[config.mk]
export PLATFORM = sky130hd
export DESIGN_NAME = ir_distance_linearizer_unit_flat
export DESIGN_NICKNAME = d
export VERILOG_FILES = /design/src/hdl/irdl_pkg.sv /design/src/hdl/irdl_in_if.sv /design/src/hdl/irdl_out_if.sv /design/src/hdl/ir_distance_linearizer_unit.sv /design/src/hdl/irdl_accum.sv /design/src/hdl/irdl_interp.sv /design/src/hdl/irdl_lateral.sv /design/src/flat_wrapper.sv
export SDC_FILE = /design/constraint.sdc
export NUM_CORES = 2
export LEC_CHECK = 0
export ABC_AREA = 1
export BUFFER_PORTS_ARGS = -buffer_cell sky130_fd_sc_hd__clkbuf_2
export CELL_PAD_IN_SITES_DETAIL_PLACEMENT = 0
export CELL_PAD_IN_SITES_GLOBAL_PLACEMENT = 2
export CORE_MARGIN = 4
export CORE_UTILIZATION = 35
export CTS_BUF_LIST = sky130_fd_sc_hd__clkbuf_16
export CTS_CLUSTER_DIAMETER = 120
export DETAILED_ROUTE_END_ITERATION = 7
export PLACE_DENSITY = 0.8
export SLEW_MARGIN = 30
export SYNTH_ARGS = -nofsm -noshare
export SYNTH_HDL_FRONTEND = slang
export SYNTH_SLANG_ARGS = --single-unit
export TNS_END_PERCENT = 100
[constraint.sdc]
create_clock -name i_clk -period 7.9 [get_ports i_clk]
set_input_delay 0.79 -clock i_clk [delete_from_list [all_inputs] [get_ports i_clk]]
set_output_delay 0.79 -clock i_clk [all_outputs]
set_load 0.02 [all_outputs]
[src/hdl/irdl_pkg.sv]
// irdl_pkg: shared constants, types and calibration tables of the ir distance linearizer
// no dependencies; imported by every other file of the block
`default_nettype none

package irdl_pkg;

    // channel layout
    localparam int NUM_CH   = 3;
    localparam int CH_FRONT = 0;
    localparam int CH_LEFT  = 1;
    localparam int CH_RIGHT = 2;

    // sample accumulation
    localparam int ADC_BITS         = 12;
    localparam int SAMPLES_PER_READ = 4;
    localparam int CNT_W            = $clog2(SAMPLES_PER_READ);
    localparam int SUM_W            = ADC_BITS + CNT_W;
    localparam int SCALE_BITS       = 4;
    localparam int CODE_W           = ADC_BITS + SCALE_BITS;

    // interpolation
    localparam int TABLE_POINTS = 12;
    localparam int SEG_W        = $clog2(TABLE_POINTS - 1);
    localparam int FRAC_BITS    = 8;
    localparam int Q_W          = FRAC_BITS + 1;
    localparam int NUM_W        = CODE_W + FRAC_BITS;
    localparam int RECIP_SHIFT  = 37;
    localparam int RECIP_W      = 28;
    localparam int PROD_W       = NUM_W + RECIP_W;

    // result and register widths
    localparam int DIST_W     = 14;
    localparam int ERR_W      = 15;
    localparam int OFFS_W     = 12;
    localparam int LIM_W      = 13;
    localparam int CFG_IDX_W  = 3;
    localparam int CFG_DATA_W = 13;

    // register indexes
    localparam logic [CFG_IDX_W-1:0] CFG_OFFSET      = 3'd0;
    localparam logic [CFG_IDX_W-1:0] CFG_FRONT_LIMIT = 3'd1;
    localparam logic [CFG_IDX_W-1:0] CFG_SIDE_LIMIT  = 3'd2;
    localparam logic [CFG_IDX_W-1:0] CFG_TARGET      = 3'd3;
    localparam logic [CFG_IDX_W-1:0] CFG_MARGIN      = 3'd4;

    // register reset values
    localparam logic [OFFS_W-1:0] RST_OFFSET      = 12'd0;
    localparam logic [LIM_W-1:0]  RST_FRONT_LIMIT = 13'd1280;
    localparam logic [LIM_W-1:0]  RST_SIDE_LIMIT  = 13'd2560;
    localparam logic [LIM_W-1:0]  RST_TARGET      = 13'd1024;
    localparam logic [LIM_W-1:0]  RST_MARGIN      = 13'd128;

    typedef logic [CODE_W-1:0]        t_code;
    typedef logic signed [DIST_W-1:0] t_dist;

    typedef struct packed {
        logic signed [OFFS_W-1:0] offset;
        logic [LIM_W-1:0]         front_limit;
        logic [LIM_W-1:0]         side_limit;
        logic [LIM_W-1:0]         target;
        logic [LIM_W-1:0]         margin;
    } t_cfg;

    // calibration points in 1/16 adc code, point i stands for i+1 cm
    localparam t_code CAL_CODE16 [TABLE_POINTS] = '{
        16'd2780,  16'd3772,  16'd4765,  16'd26009, 16'd36135, 16'd40503,
        16'd44474, 16'd47651, 16'd50629, 16'd52615, 16'd54004, 16'd54799
    };

    localparam t_code CAL_SPAN [TABLE_POINTS-1] = '{
        CAL_CODE16[1]  - CAL_CODE16[0],
        CAL_CODE16[2]  - CAL_CODE16[1],
        CAL_CODE16[3]  - CAL_CODE16[2],
        CAL_CODE16[4]  - CAL_CODE16[3],
        CAL_CODE16[5]  - CAL_CODE16[4],
        CAL_CODE16[6]  - CAL_CODE16[5],
        CAL_CODE16[7]  - CAL_CODE16[6],
        CAL_CODE16[8]  - CAL_CODE16[7],
        CAL_CODE16[9]  - CAL_CODE16[8],
        CAL_CODE16[10] - CAL_CODE16[9],
        CAL_CODE16[11] - CAL_CODE16[10]
    };

    // ceil(2^RECIP_SHIFT / span): exact floor quotient while num * span < 2^RECIP_SHIFT
    localparam longint unsigned RECIP_ONE = 64'd1 << RECIP_SHIFT;

    localparam logic [RECIP_W-1:0] CAL_RECIP [TABLE_POINTS-1] = '{
        RECIP_W'((RECIP_ONE + CAL_SPAN[0]  - 64'd1) / CAL_SPAN[0]),
        RECIP_W'((RECIP_ONE + CAL_SPAN[1]  - 64'd1) / CAL_SPAN[1]),
        RECIP_W'((RECIP_ONE + CAL_SPAN[2]  - 64'd1) / CAL_SPAN[2]),
        RECIP_W'((RECIP_ONE + CAL_SPAN[3]  - 64'd1) / CAL_SPAN[3]),
        RECIP_W'((RECIP_ONE + CAL_SPAN[4]  - 64'd1) / CAL_SPAN[4]),
        RECIP_W'((RECIP_ONE + CAL_SPAN[5]  - 64'd1) / CAL_SPAN[5]),
        RECIP_W'((RECIP_ONE + CAL_SPAN[6]  - 64'd1) / CAL_SPAN[6]),
        RECIP_W'((RECIP_ONE + CAL_SPAN[7]  - 64'd1) / CAL_SPAN[7]),
        RECIP_W'((RECIP_ONE + CAL_SPAN[8]  - 64'd1) / CAL_SPAN[8]),
        RECIP_W'((RECIP_ONE + CAL_SPAN[9]  - 64'd1) / CAL_SPAN[9]),
        RECIP_W'((RECIP_ONE + CAL_SPAN[10] - 64'd1) / CAL_SPAN[10])
    };

endpackage

`default_nettype wire

[src/hdl/irdl_in_if.sv]
// irdl_in_if: input channel, valid/ready plus one adc sample per sensor
// depends on irdl_pkg
`default_nettype none

interface irdl_in_if
    import irdl_pkg::*;
();
    logic                valid;
    logic                ready;
    logic [ADC_BITS-1:0] front_sample;
    logic [ADC_BITS-1:0] left_sample;
    logic [ADC_BITS-1:0] right_sample;

    modport source (
        output valid, front_sample, left_sample, right_sample,
        input  ready
    );

    modport sink (
        input  valid, front_sample, left_sample, right_sample,
        output ready
    );
endinterface

`default_nettype wire

[src/hdl/irdl_out_if.sv]
// irdl_out_if: result channel, valid/ready plus distances, wall flags and lateral error
// depends on irdl_pkg
`default_nettype none

interface irdl_out_if
    import irdl_pkg::*;
();
    logic                    valid;
    logic                    ready;
    logic signed [DIST_W-1:0] front_dist;
    logic signed [DIST_W-1:0] left_dist;
    logic signed [DIST_W-1:0] right_dist;
    logic                    front_wall;
    logic                    left_wall;
    logic                    right_wall;
    logic signed [ERR_W-1:0] lateral_error;
    logic                    needs_correction;

    modport source (
        output valid, front_dist, left_dist, right_dist, front_wall, left_wall,
               right_wall, lateral_error, needs_correction,
        input  ready
    );

    modport sink (
        input  valid, front_dist, left_dist, right_dist, front_wall, left_wall,
               right_wall, lateral_error, needs_correction,
        output ready
    );
endinterface

`default_nettype wire

[src/hdl/ir_distance_linearizer_unit.sv]
// ir_distance_linearizer_unit: top level, three-channel ir distance estimator
// depends on irdl_pkg, irdl_in_if, irdl_out_if, irdl_accum, irdl_interp, irdl_lateral
// throughput: one input beat per cycle while a closing beat finds room downstream;
//   every fourth beat closes a read and yields one result, passing the average,
//   segment select, multiply, distance, wall/error and result registers in order
// reset: synchronous active low; clears sums, beat count, pipeline valids, restores registers
`default_nettype none

module ir_distance_linearizer_unit
    import irdl_pkg::*;
(
    input  logic                  i_clk,
    input  logic                  i_rst_n,
    irdl_in_if.sink               i_in,
    irdl_out_if.source            o_out,
    input  logic                  i_cfg_we,
    input  logic [CFG_IDX_W-1:0]  i_cfg_index,
    input  logic [CFG_DATA_W-1:0] i_cfg_data
);

    // configuration registers; the user must write them only while the block is idle, the block does not enforce it
    t_cfg r_cfg;

    // averaged inputs, scaled to 1/16 code
    logic  avg_valid;
    logic  avg_ready;
    t_code avg_x [NUM_CH];

    // interpolated distances
    logic  dist_valid;
    logic  dist_ready;
    t_dist chan_dist [NUM_CH];

    always_ff @(posedge i_clk) begin
        if (!i_rst_n) begin
            r_cfg.offset      <= $signed(RST_OFFSET);
            r_cfg.front_limit <= RST_FRONT_LIMIT;
            r_cfg.side_limit  <= RST_SIDE_LIMIT;
            r_cfg.target      <= RST_TARGET;
            r_cfg.margin      <= RST_MARGIN;
        end else if (i_cfg_we) begin
            // indexes beyond the list are dropped, data masked to register width
            unique case (i_cfg_index)
                CFG_OFFSET:      r_cfg.offset      <= $signed(i_cfg_data[OFFS_W-1:0]);
                CFG_FRONT_LIMIT: r_cfg.front_limit <= i_cfg_data[LIM_W-1:0];
                CFG_SIDE_LIMIT:  r_cfg.side_limit  <= i_cfg_data[LIM_W-1:0];
                CFG_TARGET:      r_cfg.target      <= i_cfg_data[LIM_W-1:0];
                CFG_MARGIN:      r_cfg.margin      <= i_cfg_data[LIM_W-1:0];
                default: ;
            endcase
        end
    end

    // sums four beats per channel; non-closing beats are taken even when downstream stalls
    irdl_accum u_accum (
        .i_clk   (i_clk),
        .i_rst_n (i_rst_n),
        .i_in    (i_in),
        .o_valid (avg_valid),
        .i_ready (avg_ready),
        .o_x     (avg_x)
    );

    // piecewise-linear lookup: compares against all points at once, then a
    // reciprocal multiply gives the exact floored fraction within the segment
    irdl_interp u_interp (
        .i_clk    (i_clk),
        .i_rst_n  (i_rst_n),
        .i_valid  (avg_valid),
        .o_ready  (avg_ready),
        .i_x      (avg_x),
        .i_offset (r_cfg.offset),
        .o_valid  (dist_valid),
        .i_ready  (dist_ready),
        .o_dist   (chan_dist)
    );

    // wall flags and lateral error, ending in the result register that drives o_out
    irdl_lateral u_lateral (
        .i_clk   (i_clk),
        .i_rst_n (i_rst_n),
        .i_valid (dist_valid),
        .o_ready (dist_ready),
        .i_dist  (chan_dist),
        .i_cfg   (r_cfg),
        .o_out   (o_out)
    );

endmodule

`default_nettype wire

[src/hdl/irdl_accum.sv]
// irdl_accum: per-channel sample sums and averaging, emits scaled averages once per read
// depends on irdl_pkg and irdl_in_if
`default_nettype none

module irdl_accum
    import irdl_pkg::*;
(
    input  logic    i_clk,
    input  logic    i_rst_n,
    irdl_in_if.sink i_in,
    output logic    o_valid,
    input  logic    i_ready,
    output t_code   o_x [NUM_CH]
);

    logic [SUM_W-1:0] r_sum [NUM_CH];
    logic [SUM_W-1:0] n_sum [NUM_CH];
    logic [SUM_W-1:0] avg   [NUM_CH];
    logic [CNT_W-1:0] r_count;
    logic             r_valid;
    t_code            r_x [NUM_CH];
    logic             last;
    logic             take;

    // only the closing beat of a read needs room downstream
    assign last       = (r_count == CNT_W'(SAMPLES_PER_READ - 1));
    assign i_in.ready = !last || !r_valid || i_ready;
    assign take       = i_in.valid && i_in.ready;

    always_comb begin
        n_sum[CH_FRONT] = r_sum[CH_FRONT] + SUM_W'(i_in.front_sample);
        n_sum[CH_LEFT]  = r_sum[CH_LEFT]  + SUM_W'(i_in.left_sample);
        n_sum[CH_RIGHT] = r_sum[CH_RIGHT] + SUM_W'(i_in.right_sample);
        for (int c = 0; c < NUM_CH; c++) begin
            avg[c] = SUM_W'(n_sum[c] / SAMPLES_PER_READ);
        end
    end

    always_ff @(posedge i_clk) begin
        if (!i_rst_n) begin
            r_valid <= 1'b0;
            r_count <= '0;
            for (int c = 0; c < NUM_CH; c++) begin
                r_sum[c] <= '0;
            end
        end else begin
            if (take) begin
                if (last) begin
                    r_count <= '0;
                    for (int c = 0; c < NUM_CH; c++) begin
                        r_sum[c] <= '0;
                    end
                end else begin
                    r_count <= r_count + 1'b1;
                    r_sum   <= n_sum;
                end
            end
            if (take && last) begin
                r_valid <= 1'b1;
            end else if (i_ready) begin
                r_valid <= 1'b0;
            end
        end
    end

    always_ff @(posedge i_clk) begin
        if (take && last) begin
            for (int c = 0; c < NUM_CH; c++) begin
                r_x[c] <= {avg[c][ADC_BITS-1:0], {SCALE_BITS{1'b0}}};
            end
        end
    end

    assign o_valid = r_valid;
    assign o_x     = r_x;

endmodule

`default_nettype wire

[src/hdl/irdl_interp.sv]
// irdl_interp: segment search, reciprocal multiply and distance assembly for three channels
// depends on irdl_pkg
`default_nettype none

module irdl_interp
    import irdl_pkg::*;
(
    input  logic                     i_clk,
    input  logic                     i_rst_n,
    input  logic                     i_valid,
    output logic                     o_ready,
    input  t_code                    i_x [NUM_CH],
    input  logic signed [OFFS_W-1:0] i_offset,
    output logic                     o_valid,
    input  logic                     i_ready,
    output t_dist                    o_dist [NUM_CH]
);

    typedef enum logic [1:0] {
        SEG_BELOW,
        SEG_INNER,
        SEG_ABOVE
    } t_seg_mode;

    // segment select stage
    logic               r_a_valid;
    t_seg_mode          r_a_mode  [NUM_CH];
    logic [SEG_W-1:0]   r_a_seg   [NUM_CH];
    logic [NUM_W-1:0]   r_a_num   [NUM_CH];
    logic [RECIP_W-1:0] r_a_recip [NUM_CH];
    t_seg_mode          n_mode    [NUM_CH];
    logic [SEG_W-1:0]   n_seg     [NUM_CH];
    logic [NUM_W-1:0]   n_num     [NUM_CH];
    logic [RECIP_W-1:0] n_recip   [NUM_CH];

    // multiply stage
    logic               r_b_valid;
    t_seg_mode          r_b_mode [NUM_CH];
    logic [SEG_W-1:0]   r_b_seg  [NUM_CH];
    logic [PROD_W-1:0]  r_b_prod [NUM_CH];

    // distance stage
    logic               r_c_valid;
    t_dist              r_c_dist [NUM_CH];
    t_dist              n_dist   [NUM_CH];
    logic [Q_W-1:0]     q        [NUM_CH];

    logic ready_a;
    logic ready_b;
    logic ready_c;

    assign ready_c = !r_c_valid || i_ready;
    assign ready_b = !r_b_valid || ready_c;
    assign ready_a = !r_a_valid || ready_b;
    assign o_ready = ready_a;

    always_comb begin
        for (int c = 0; c < NUM_CH; c++) begin
            // lowest segment whose upper point is not below x
            n_seg[c] = '0;
            for (int k = TABLE_POINTS - 1; k >= 1; k--) begin
                if (i_x[c] <= CAL_CODE16[k]) begin
                    n_seg[c] = SEG_W'(k - 1);
                end
            end
            if (i_x[c] <= CAL_CODE16[0]) begin
                n_mode[c] = SEG_BELOW;
            end else if (i_x[c] >= CAL_CODE16[TABLE_POINTS-1]) begin
                n_mode[c] = SEG_ABOVE;
            end else begin
                n_mode[c] = SEG_INNER;
            end
            n_num[c]   = {i_x[c] - CAL_CODE16[n_seg[c]], {FRAC_BITS{1'b0}}};
            n_recip[c] = CAL_RECIP[n_seg[c]];
        end
    end

    always_comb begin
        for (int c = 0; c < NUM_CH; c++) begin
            q[c] = r_b_prod[c][RECIP_SHIFT +: Q_W];
            case (r_b_mode[c])
                SEG_BELOW: n_dist[c] = DIST_W'(1 << FRAC_BITS);
                SEG_ABOVE: n_dist[c] = DIST_W'(TABLE_POINTS << FRAC_BITS) + DIST_W'(i_offset);
                default:   n_dist[c] = DIST_W'({SEG_W'(r_b_seg[c] + 1'b1), {FRAC_BITS{1'b0}}})
                                     + DIST_W'(q[c]) + DIST_W'(i_offset);
            endcase
        end
    end

    always_ff @(posedge i_clk) begin
        if (!i_rst_n) begin
            r_a_valid <= 1'b0;
            r_b_valid <= 1'b0;
            r_c_valid <= 1'b0;
        end else begin
            if (ready_a) begin
                r_a_valid <= i_valid;
            end
            if (ready_b) begin
                r_b_valid <= r_a_valid;
            end
            if (ready_c) begin
                r_c_valid <= r_b_valid;
            end
        end
    end

    always_ff @(posedge i_clk) begin
        if (ready_a) begin
            r_a_mode  <= n_mode;
            r_a_seg   <= n_seg;
            r_a_num   <= n_num;
            r_a_recip <= n_recip;
        end
        if (ready_b) begin
            r_b_mode <= r_a_mode;
            r_b_seg  <= r_a_seg;
            for (int c = 0; c < NUM_CH; c++) begin
                r_b_prod[c] <= PROD_W'(r_a_num[c]) * PROD_W'(r_a_recip[c]);
            end
        end
        if (ready_c) begin
            r_c_dist <= n_dist;
        end
    end

    assign o_valid = r_c_valid;
    assign o_dist  = r_c_dist;

endmodule

`default_nettype wire

[src/hdl/irdl_lateral.sv]
// irdl_lateral: wall flags, lateral error and correction flag, with the result register
// depends on irdl_pkg and irdl_out_if
`default_nettype none

module irdl_lateral
    import irdl_pkg::*;
(
    input  logic        i_clk,
    input  logic        i_rst_n,
    input  logic        i_valid,
    output logic        o_ready,
    input  t_dist       i_dist [NUM_CH],
    input  t_cfg        i_cfg,
    irdl_out_if.source  o_out
);

    logic                    r_d_valid;
    t_dist                   r_d_dist [NUM_CH];
    logic [NUM_CH-1:0]       r_d_wall;
    logic signed [ERR_W-1:0] r_d_err;
    logic [NUM_CH-1:0]       n_wall;
    logic signed [ERR_W-1:0] n_err;
    logic signed [ERR_W-1:0] dist_f;
    logic signed [ERR_W-1:0] dist_l;
    logic signed [ERR_W-1:0] dist_r;
    logic signed [ERR_W-1:0] front_lim;
    logic signed [ERR_W-1:0] side_lim;
    logic signed [ERR_W-1:0] target;

    logic                    r_o_valid;
    t_dist                   r_o_dist [NUM_CH];
    logic [NUM_CH-1:0]       r_o_wall;
    logic signed [ERR_W-1:0] r_o_err;
    logic                    r_o_corr;
    logic signed [ERR_W:0]   err_x;
    logic signed [ERR_W:0]   mag;
    logic signed [ERR_W:0]   margin;

    logic ready_o;
    logic ready_d;

    assign ready_o = !r_o_valid || o_out.ready;
    assign ready_d = !r_d_valid || ready_o;
    assign o_ready = ready_d;

    always_comb begin
        dist_f    = ERR_W'(i_dist[CH_FRONT]);
        dist_l    = ERR_W'(i_dist[CH_LEFT]);
        dist_r    = ERR_W'(i_dist[CH_RIGHT]);
        front_lim = $signed({{(ERR_W - LIM_W){1'b0}}, i_cfg.front_limit});
        side_lim  = $signed({{(ERR_W - LIM_W){1'b0}}, i_cfg.side_limit});
        target    = $signed({{(ERR_W - LIM_W){1'b0}}, i_cfg.target});

        n_wall[CH_FRONT] = dist_f < front_lim;
        n_wall[CH_LEFT]  = dist_l < side_lim;
        n_wall[CH_RIGHT] = dist_r < side_lim;

        if (n_wall[CH_LEFT] && n_wall[CH_RIGHT]) begin
            n_err = dist_l - dist_r;
        end else if (n_wall[CH_LEFT]) begin
            n_err = dist_l - target;
        end else if (n_wall[CH_RIGHT]) begin
            n_err = target - dist_r;
        end else begin
            n_err = '0;
        end
    end

    always_comb begin
        err_x  = (ERR_W + 1)'(r_d_err);
        mag    = (err_x < 0) ? -err_x : err_x;
        margin = $signed({{(ERR_W + 1 - LIM_W){1'b0}}, i_cfg.margin});
    end

    always_ff @(posedge i_clk) begin
        if (!i_rst_n) begin
            r_d_valid <= 1'b0;
            r_o_valid <= 1'b0;
        end else begin
            if (ready_d) begin
                r_d_valid <= i_valid;
            end
            if (ready_o) begin
                r_o_valid <= r_d_valid;
            end
        end
    end

    always_ff @(posedge i_clk) begin
        if (ready_d) begin
            r_d_dist <= i_dist;
            r_d_wall <= n_wall;
            r_d_err  <= n_err;
        end
        if (ready_o) begin
            r_o_dist <= r_d_dist;
            r_o_wall <= r_d_wall;
            r_o_err  <= r_d_err;
            r_o_corr <= mag > margin;
        end
    end

    assign o_out.valid            = r_o_valid;
    assign o_out.front_dist       = r_o_dist[CH_FRONT];
    assign o_out.left_dist        = r_o_dist[CH_LEFT];
    assign o_out.right_dist       = r_o_dist[CH_RIGHT];
    assign o_out.front_wall       = r_o_wall[CH_FRONT];
    assign o_out.left_wall        = r_o_wall[CH_LEFT];
    assign o_out.right_wall       = r_o_wall[CH_RIGHT];
    assign o_out.lateral_error    = r_o_err;
    assign o_out.needs_correction = r_o_corr;

endmodule

`default_nettype wire

[src/flat_wrapper.sv]
// flat-port wrapper written by rule: the top's interface ports become plain ports
module ir_distance_linearizer_unit_flat import irdl_pkg::*;
  (i_clk, i_rst_n, i_cfg_we, i_cfg_index, i_cfg_data, i_in_valid, i_in_front_sample, i_in_left_sample, i_in_right_sample, i_in_ready, o_out_valid, o_out_front_dist, o_out_left_dist, o_out_right_dist, o_out_front_wall, o_out_left_wall, o_out_right_wall, o_out_lateral_error, o_out_needs_correction, o_out_ready);
  irdl_in_if i_in_i ();
  irdl_out_if o_out_i ();
  input  logic i_clk;
  input  logic i_rst_n;
  input  logic i_cfg_we;
  input  logic [CFG_IDX_W-1:0] i_cfg_index;
  input  logic [CFG_DATA_W-1:0] i_cfg_data;
  input wire logic [$bits(i_in_i.valid)-1:0] i_in_valid;
  input wire logic [$bits(i_in_i.front_sample)-1:0] i_in_front_sample;
  input wire logic [$bits(i_in_i.left_sample)-1:0] i_in_left_sample;
  input wire logic [$bits(i_in_i.right_sample)-1:0] i_in_right_sample;
  output wire logic [$bits(i_in_i.ready)-1:0] i_in_ready;
  output wire logic [$bits(o_out_i.valid)-1:0] o_out_valid;
  output wire logic [$bits(o_out_i.front_dist)-1:0] o_out_front_dist;
  output wire logic [$bits(o_out_i.left_dist)-1:0] o_out_left_dist;
  output wire logic [$bits(o_out_i.right_dist)-1:0] o_out_right_dist;
  output wire logic [$bits(o_out_i.front_wall)-1:0] o_out_front_wall;
  output wire logic [$bits(o_out_i.left_wall)-1:0] o_out_left_wall;
  output wire logic [$bits(o_out_i.right_wall)-1:0] o_out_right_wall;
  output wire logic [$bits(o_out_i.lateral_error)-1:0] o_out_lateral_error;
  output wire logic [$bits(o_out_i.needs_correction)-1:0] o_out_needs_correction;
  input wire logic [$bits(o_out_i.ready)-1:0] o_out_ready;
  assign i_in_i.valid = i_in_valid;
  assign i_in_i.front_sample = i_in_front_sample;
  assign i_in_i.left_sample = i_in_left_sample;
  assign i_in_i.right_sample = i_in_right_sample;
  assign i_in_ready = i_in_i.ready;
  assign o_out_valid = o_out_i.valid;
  assign o_out_front_dist = o_out_i.front_dist;
  assign o_out_left_dist = o_out_i.left_dist;
  assign o_out_right_dist = o_out_i.right_dist;
  assign o_out_front_wall = o_out_i.front_wall;
  assign o_out_left_wall = o_out_i.left_wall;
  assign o_out_right_wall = o_out_i.right_wall;
  assign o_out_lateral_error = o_out_i.lateral_error;
  assign o_out_needs_correction = o_out_i.needs_correction;
  assign o_out_i.ready = o_out_ready;
  ir_distance_linearizer_unit u_core (.i_clk(i_clk), .i_rst_n(i_rst_n), .i_in(i_in_i), .o_out(o_out_i), .i_cfg_we(i_cfg_we), .i_cfg_index(i_cfg_index), .i_cfg_data(i_cfg_data));
endmodule
* After elaboration in Yosys (flattened, before gate mapping) *
Memories as Yosys holds them, arrays and structs flattened. A register that Yosys moved wholly into a read port is not among the register bits.
Cells that the tools add are included.

word-level totals
  register bits after elaboration = 397
  latch bits = 0
  memory bits (writable) = 132
  ROM bits = 2,112
  input bits = 57
  output and inout port bits = 63
  word-level logic and storage cells = 218
  memories kept = 7

memories
  memory           depth  width  rd ports  clocked after memory_dff  wr ports  RTL line           source
  (no name shown)  16     28     1         1                         0         irdl_interp.sv:74  n_recip[c] = CAL_RECIP[n_seg[c]];
  (no name shown)  16     28     1         1                         0         irdl_interp.sv:74
  (no name shown)  16     28     1         1                         0         irdl_interp.sv:74
  (no name shown)  16     16     1         0                         0         irdl_interp.sv:73  n_num[c] = {i_x[c] - CAL_CODE16[n_seg[c]], {FRAC_BITS{1'b0}}};
  (no name shown)  16     16     1         0                         0         irdl_interp.sv:73
  (no name shown)  16     16     1         0                         0         irdl_interp.sv:73
  1 more memories  -      -      -         -                         -         -

cells by class
  $add $sub $neg = 21
  $mul = 3
  divide/modulo/power cells = 0
  magnitude comparators = 47
  eq/ne operators = 8
  shift operators = 0
  muxes and demuxes = 55
  bitwise operators = 3
  reductions and logical operators = 27

operators with widths
  cell                                                               number
  less-or-equal comparator 16 bit (second input constant)            24
  multiplier 16 x 28 -> 44 bit                                       3
  two-way mux 4 bit                                                  33
  two-way mux 16 bit                                                 7
  less-or-equal comparator 16 x 12 -> 1 bit (second input constant)  6
  case mux 14 bit (2 select lines)                                   3
  >= comparator 16 bit (second input constant)                       3
  less-or-equal comparator 16 x 13 -> 1 bit (second input constant)  3
  less-or-equal comparator 16 x 15 -> 1 bit (second input constant)  3
  subtractor 16 bit                                                  3
  two-way mux 15 bit                                                 3
  subtractor 14 x 14 -> 15 bit                                       3
  adder 13 x 14 -> 14 bit                                            3
  adder 14 x 12 -> 14 bit                                            3
  less-than comparator 14 bit                                        3
  two-way mux 42 bit                                                 1
  adder 12 x 9 -> 13 bit                                             3
  > comparator 16 x 14 -> 1 bit                                      1
  negator 15 -> 16 bit                                               1
  >= comparator 5 bit (second input constant)                        3
  less-than comparator 15 x 1 -> 1 bit (second input constant)       1
  inverter 4 -> 5 bit                                                3
  adder 13 x 12 -> 14 bit (first input constant)                     1
  adder 4 x 1 -> 4 bit (second input constant)                       3
  other kinds (14)                                                   44

* Logic depth before layout (Yosys ltp) *
  word-level depth = 17
  mapped depth = 31
  depth with buffers taken out = 31

* Modules after synthesis *
From an unflattened synthesis, not the netlist that was laid out.

second synthesis, totals
  cells, all modules = 8,962
  area total of the unflattened synthesis = 71,282.1 µm²

by module, submodules not included
  module                       times used  cells each  area each (µm²)
  irdl_interp                  1           6,961       55,348.1
  irdl_lateral                 1           941         8,159.1
  irdl_accum                   1           687         5,154.9
  ir_distance_linearizer_unit  1           373         2,620.0

* Worst setup path before layout *
No wires, ideal clock.

  path type = input-to-reg
  start point = in o_out_ready
  end point = reg u_core.u_accum.r_x (netlist bit u_core.u_accum.o_x[10]) (enable)
  setup time = 430 ps
  data arrival time = 6,983 ps
  data required time = 7,470 ps
  path slack = 486 ps
  cell stages on the path = 12
  path buffers = 0
  path through = nor2_1 -> inv_2 -> nor2_1 -> inv_2 -> nor2_1 -> inv_2 -> nor2_2 -> nand2_2 -> nor2_2 -> nand2_1 -> nand2_4 -> nor2_1

between the ends
  longest elaborated chain between the ends = 8

RTL lines
  item                                RTL line                           source
  start: declaration                  flat_wrapper.sv:25                 input wire logic [$bits(o_out_i.ready)-1:0] o_out_ready;
  logical OR 1 bit                    irdl_lateral.sv:42                 assign ready_o = !r_o_valid || o_out.ready;
  named net u_core.u_lateral.ready_o  irdl_lateral.sv:39                 logic ready_o;
  logical OR 1 bit                    irdl_lateral.sv:43                 assign ready_d = !r_d_valid || ready_o;
  named net u_core.dist_ready         ir_distance_linearizer_unit.sv:31  logic dist_ready;
  logical OR 1 bit                    irdl_interp.sv:52                  assign ready_c = !r_c_valid || i_ready;
  named net u_core.u_interp.ready_c   irdl_interp.sv:50                  logic ready_c;
  logical OR 1 bit                    irdl_interp.sv:53                  assign ready_b = !r_b_valid || ready_c;
  logical OR 1 bit                    irdl_interp.sv:54                  assign ready_a = !r_a_valid || ready_b;
  named net u_core.avg_ready          ir_distance_linearizer_unit.sv:26  logic avg_ready;
  logical OR 1 bit                    irdl_accum.sv:27                   assign i_in.ready = !last || !r_valid || i_ready;
  named net i_in_ready                flat_wrapper.sv:15                 output wire logic [$bits(i_in_i.ready)-1:0] i_in_ready;
  logical AND 1 bit                   irdl_accum.sv:28                   assign take = i_in.valid && i_in.ready;
  logical AND 1 bit                   irdl_accum.sv:67                   if (take && last) begin
  end signal: indexed assignment      irdl_accum.sv:69                   r_x[c] <= {avg[c][ADC_BITS-1:0], {SCALE_BITS{1'b0}}};
  end: declaration                    irdl_accum.sv:21                   t_code r_x [NUM_CH];

The timed path passes the listed nets, and every way through them passes these cells.
A chain may end at the register's enable or synchronous reset.

==> results.cfg <==
[global_routing]
grt_overflow_total = 0
via_count_of_the_first_global_routing_pass = 53813
largest_net_degree_at_the_start_of_global_routing = 99
grtUsageTotal = 0.194
antenna_found_initial = 7
grt_first_pass_wirelength_um = 307000

[finish]
layout.nets = 9797
fillCellCount = 19872
drive_gt1_frac = 0.0479
synthToLayoutAreaGrowth_pct = 8.03

[route]
antenna_left = 0
detail_route.wl_per_cell_um = 18.2
detail_route.iter0.violations = 3095
vias_after_detailed_routing = 51377
vias_per_cell = 4.78
drt-total-wl_um = 195000
drc = 0
drt_pass1_iterations = 6

[clocking]
cts-root-to-sink-buffers = 3
post_cts.resized_instances = 0
tritoncts = done
clk_pin_slew_worst_paths_ns = 0.06
post_cts_buffers = 0
cts_buffers = 66
ctsHtreeMaxLevel = 3
cts.sinks = 508
clock_tree.root_cell = sky130_fd_sc_hd__clkbuf_16
ctsHoldBuffers = 0
clock_latency_ns = 0.69

[floorplan]
initial_util = 0.353
die-height_um = 449
core_um2 = 193000
die-width_um = 449
row_count = 161
ioPinCount = 120
fp.dieArea_um2 = 201000

[setup_path]
path_class = flip-flop to flip-flop
cp_data_required_time_ns = 8.35
sort_of_element_at_the_end_of_the_critical_path = flip-flop
critPathSlowestCell = sky130_fd_sc_hd__edfxtp_1
critPathMostFrequentCell = sky130_fd_sc_hd__nand2_1
worst_r2r_path_depth = 24
path_cells = nand2_1 > fa_1 > inv_1 > fa_1 > inv_1 > fa_1 > inv_1 > fa_1 > fa_1 > inv_1 > fa_1 > inv_1 > ha_1 > nand2_1 > nor2_1 > inv_1 > nor2_1 > nand2_1 > o21ai_0 > nand2_1 > nand2_1 > nand2_1 > nand3_1 > nand2_1
critical_path.max_stage_delay_ns = 0.92
cp_max_fo = 18
critical_path_arrival_ns = 6.97
launching_element_type_of_the_critical_path = flip-flop

[sta]
rsz_0062_raised_after_global_routing = false
skew_ns = 0.0369
worst_slew_margin = 0.331
layout_worst_path_cycle_share = 0.825
tightestPinTransition_ns = 1.00
report.final.hold_viol_count = 0
fmax_mhz = 153
sum_of_negative_setup_slack_ns = 0
setup_viol = 0
timing_max_transition_violations_final = 0
period_needed_ns = 6.52

[min_path]
cell_depth_of_the_worst_min_delay_path = 0
worst_hold_class = flip-flop to flip-flop

[flow_run]
drv.max_cap_violation_count = 0

[yosys]
synthesis_stage_register_bit_count = 508
synth.cell_area_um2 = 68000
syn_avg_cell_area_um2 = 8.27
synthesis.yosys.warnings = 0
flip_flop_cell_with_the_highest_count_after_synthesis = sky130_fd_sc_hd__edfxtp_1
async_reset_ff_frac = 0
synth_cells = 8231
seq_area_frac_synth = 0.207
syn_nets = 9862
synth_edf_count = 394
synth_cell_type_count = 61

[placed_design]
dpl.hpwl_um = 155000
globalplace.congestion = 0.884
buffer_ports.inserted = 119

[status]
outcome = finished clean
==> cells by family after synthesis <==
family	after synthesis	synth area share
buffers and inverters	2386	0.133
adders and majority gates	1574	0.406
AOI/OAI and AO/OA	910	0.0743
DFF	508	0.207
xor gates and xnor gates	174	0.0225
and+or+nand+nor	2679	0.157
==> synth_stat cells (all sizes together) (4+ instances only) <==
library cell	count	area [um2]
nand2	2121	8030
inv	2049	7690
fa	1056	21100
ha	518	6480
a21oi	424	2130
edfxtp	394	11800
o21ai	304	1530
clkbuf	294	1100
nor2	274	1080
nand3	162	836
xor2	115	1010
dfxtp	114	2280
xnor2	59	517
nor3	49	260
buf	43	243
o211ai	32	254
nand4	31	194
a31oi	27	169
a21o	20	150
o21a	18	135
nor4	14	87.6
o2111ai	14	123
o21bai	12	90.1
or2	12	77.6
o22ai	11	68.8
a21boi	9	75.1
o221ai	8	70.1
o31ai	8	60.1
and2	7	46.3
a22oi	6	45.0
nand3b	5	37.5
a221oi	4	35.0
o311ai	4	35.0
==> through the flow <==
stage          setup WS [ns]  instance area (um2)  instances   util  hold WS [ns]
2_1_floorplan          0.486                68000       8231      -         0.400
3_3_place_gp            1.38                71000      10616  0.368         0.405
3_5_place_dp            1.40                71100      10620  0.368         0.405
4_1_cts                 1.39                73400      10742  0.381         0.388
5_1_grt                0.915                73500      10747  0.381         0.414
6_report                1.38                73500      10748  0.381         0.402
==> per-layer routing <==
metal / up-vias / global-route usage / routed length, um
met1: 25360 / 0.264 / 88500
met3: 236 / 0.0337 / 10500
li1: 24645 / - / -
met5: - / 0 / 13
met4: 2 / 0.0513 / 4990
met2: 1134 / 0.320 / 91500
==> layout make-up <==
cell class                      instances  area [um2]  share of cell area
Clock buffer                           66        1650              0.0225
Timing Repair Buffer                  204        1290              0.0176
Tap cell                             2526        3160              0.0430
Clock inverter                         56         676             0.00919
Multi-Input combinational cell       5337       44900               0.611
Inverter                             2049        7690               0.105
Sequential cell                       508       14100               0.192
Antenna cell                            2        5.00           0.0000681
==> state kept, by name, summed over array words and instances (netlist names), 15 cells and up <==
| signal | flops |
|---|---|
| u_core.u_interp.r_a_recip | 84 |
| u_core.r_cfg | 64 |
| u_core.u_interp.r_a_num | 48 |
| u_core.u_accum.r_sum | 42 |
| u_core.u_interp.o_dist | 42 |
| u_core.u_lateral.r_d_dist | 42 |
| u_core.u_accum.o_x | 36 |
| u_core.u_interp.r_b_prod | 27 |
| u_core.u_lateral.o_out.lateral_error | 15 |
| u_core.u_lateral.r_d_err | 15 |
==> layout by cell type, fill, tap and decap left out, drive strengths merged, types with 9 or more instances in the layout <==
| master | count |
|---|---|
| xor2 | 115 |
| buf | 85 |
| or2 | 12 |
| nand4 | 31 |
| nand2 | 2121 |
| dfxtp | 114 |
| nor4 | 14 |
| o21a | 18 |
| a21boi | 9 |
| a21o | 20 |
| o2111ai | 14 |
| nor3 | 49 |
| nor2 | 274 |
| ha | 518 |
| clkbuf | 185 |
| fa | 1056 |
| xnor2 | 59 |
| o21ai | 304 |
| clkinv | 32 |
| o21bai | 12 |
| a21oi | 424 |
| a31oi | 27 |
| inv | 2061 |
| o211ai | 32 |
| edfxtp | 394 |
| nand3 | 162 |
| o22ai | 11 |
==> worst paths after layout <==
check                                                             start                                              end  slack (ns)
worst max register to register     u_core.u_interp.r_a_num[9]$_DFFE_PP_       u_core.u_interp.r_b_prod[0][123]$_DFFE_PP_        1.38
worst min-delay path            u_core.u_lateral.r_d_dist[38]$_DFFE_PP_  u_core.u_lateral.o_out.front_dist[10]$_DFFE_PP_        0.40
worst max-delay path               u_core.u_interp.r_a_num[9]$_DFFE_PP_       u_core.u_interp.r_b_prod[0][123]$_DFFE_PP_        1.38
worst min register to register  u_core.u_lateral.r_d_dist[38]$_DFFE_PP_  u_core.u_lateral.o_out.front_dist[10]$_DFFE_PP_        0.40
==> worst max-delay path, delay by kind of cell, from the launching register on <==
kind / cells / cell delay (ns)
AO/OA/AOI/OAI: 1 / 0.48
adder cells (fa/ha/maj): 7 / 3.42
buffers and inverters: 6 / 0.36
flip-flops: 1 / 0.92
AND/OR/NAND/NOR: 10 / 1.10
Power is not shown: default switching activity piles up to over one toggle a cycle in this logic, so the estimate is an artifact.
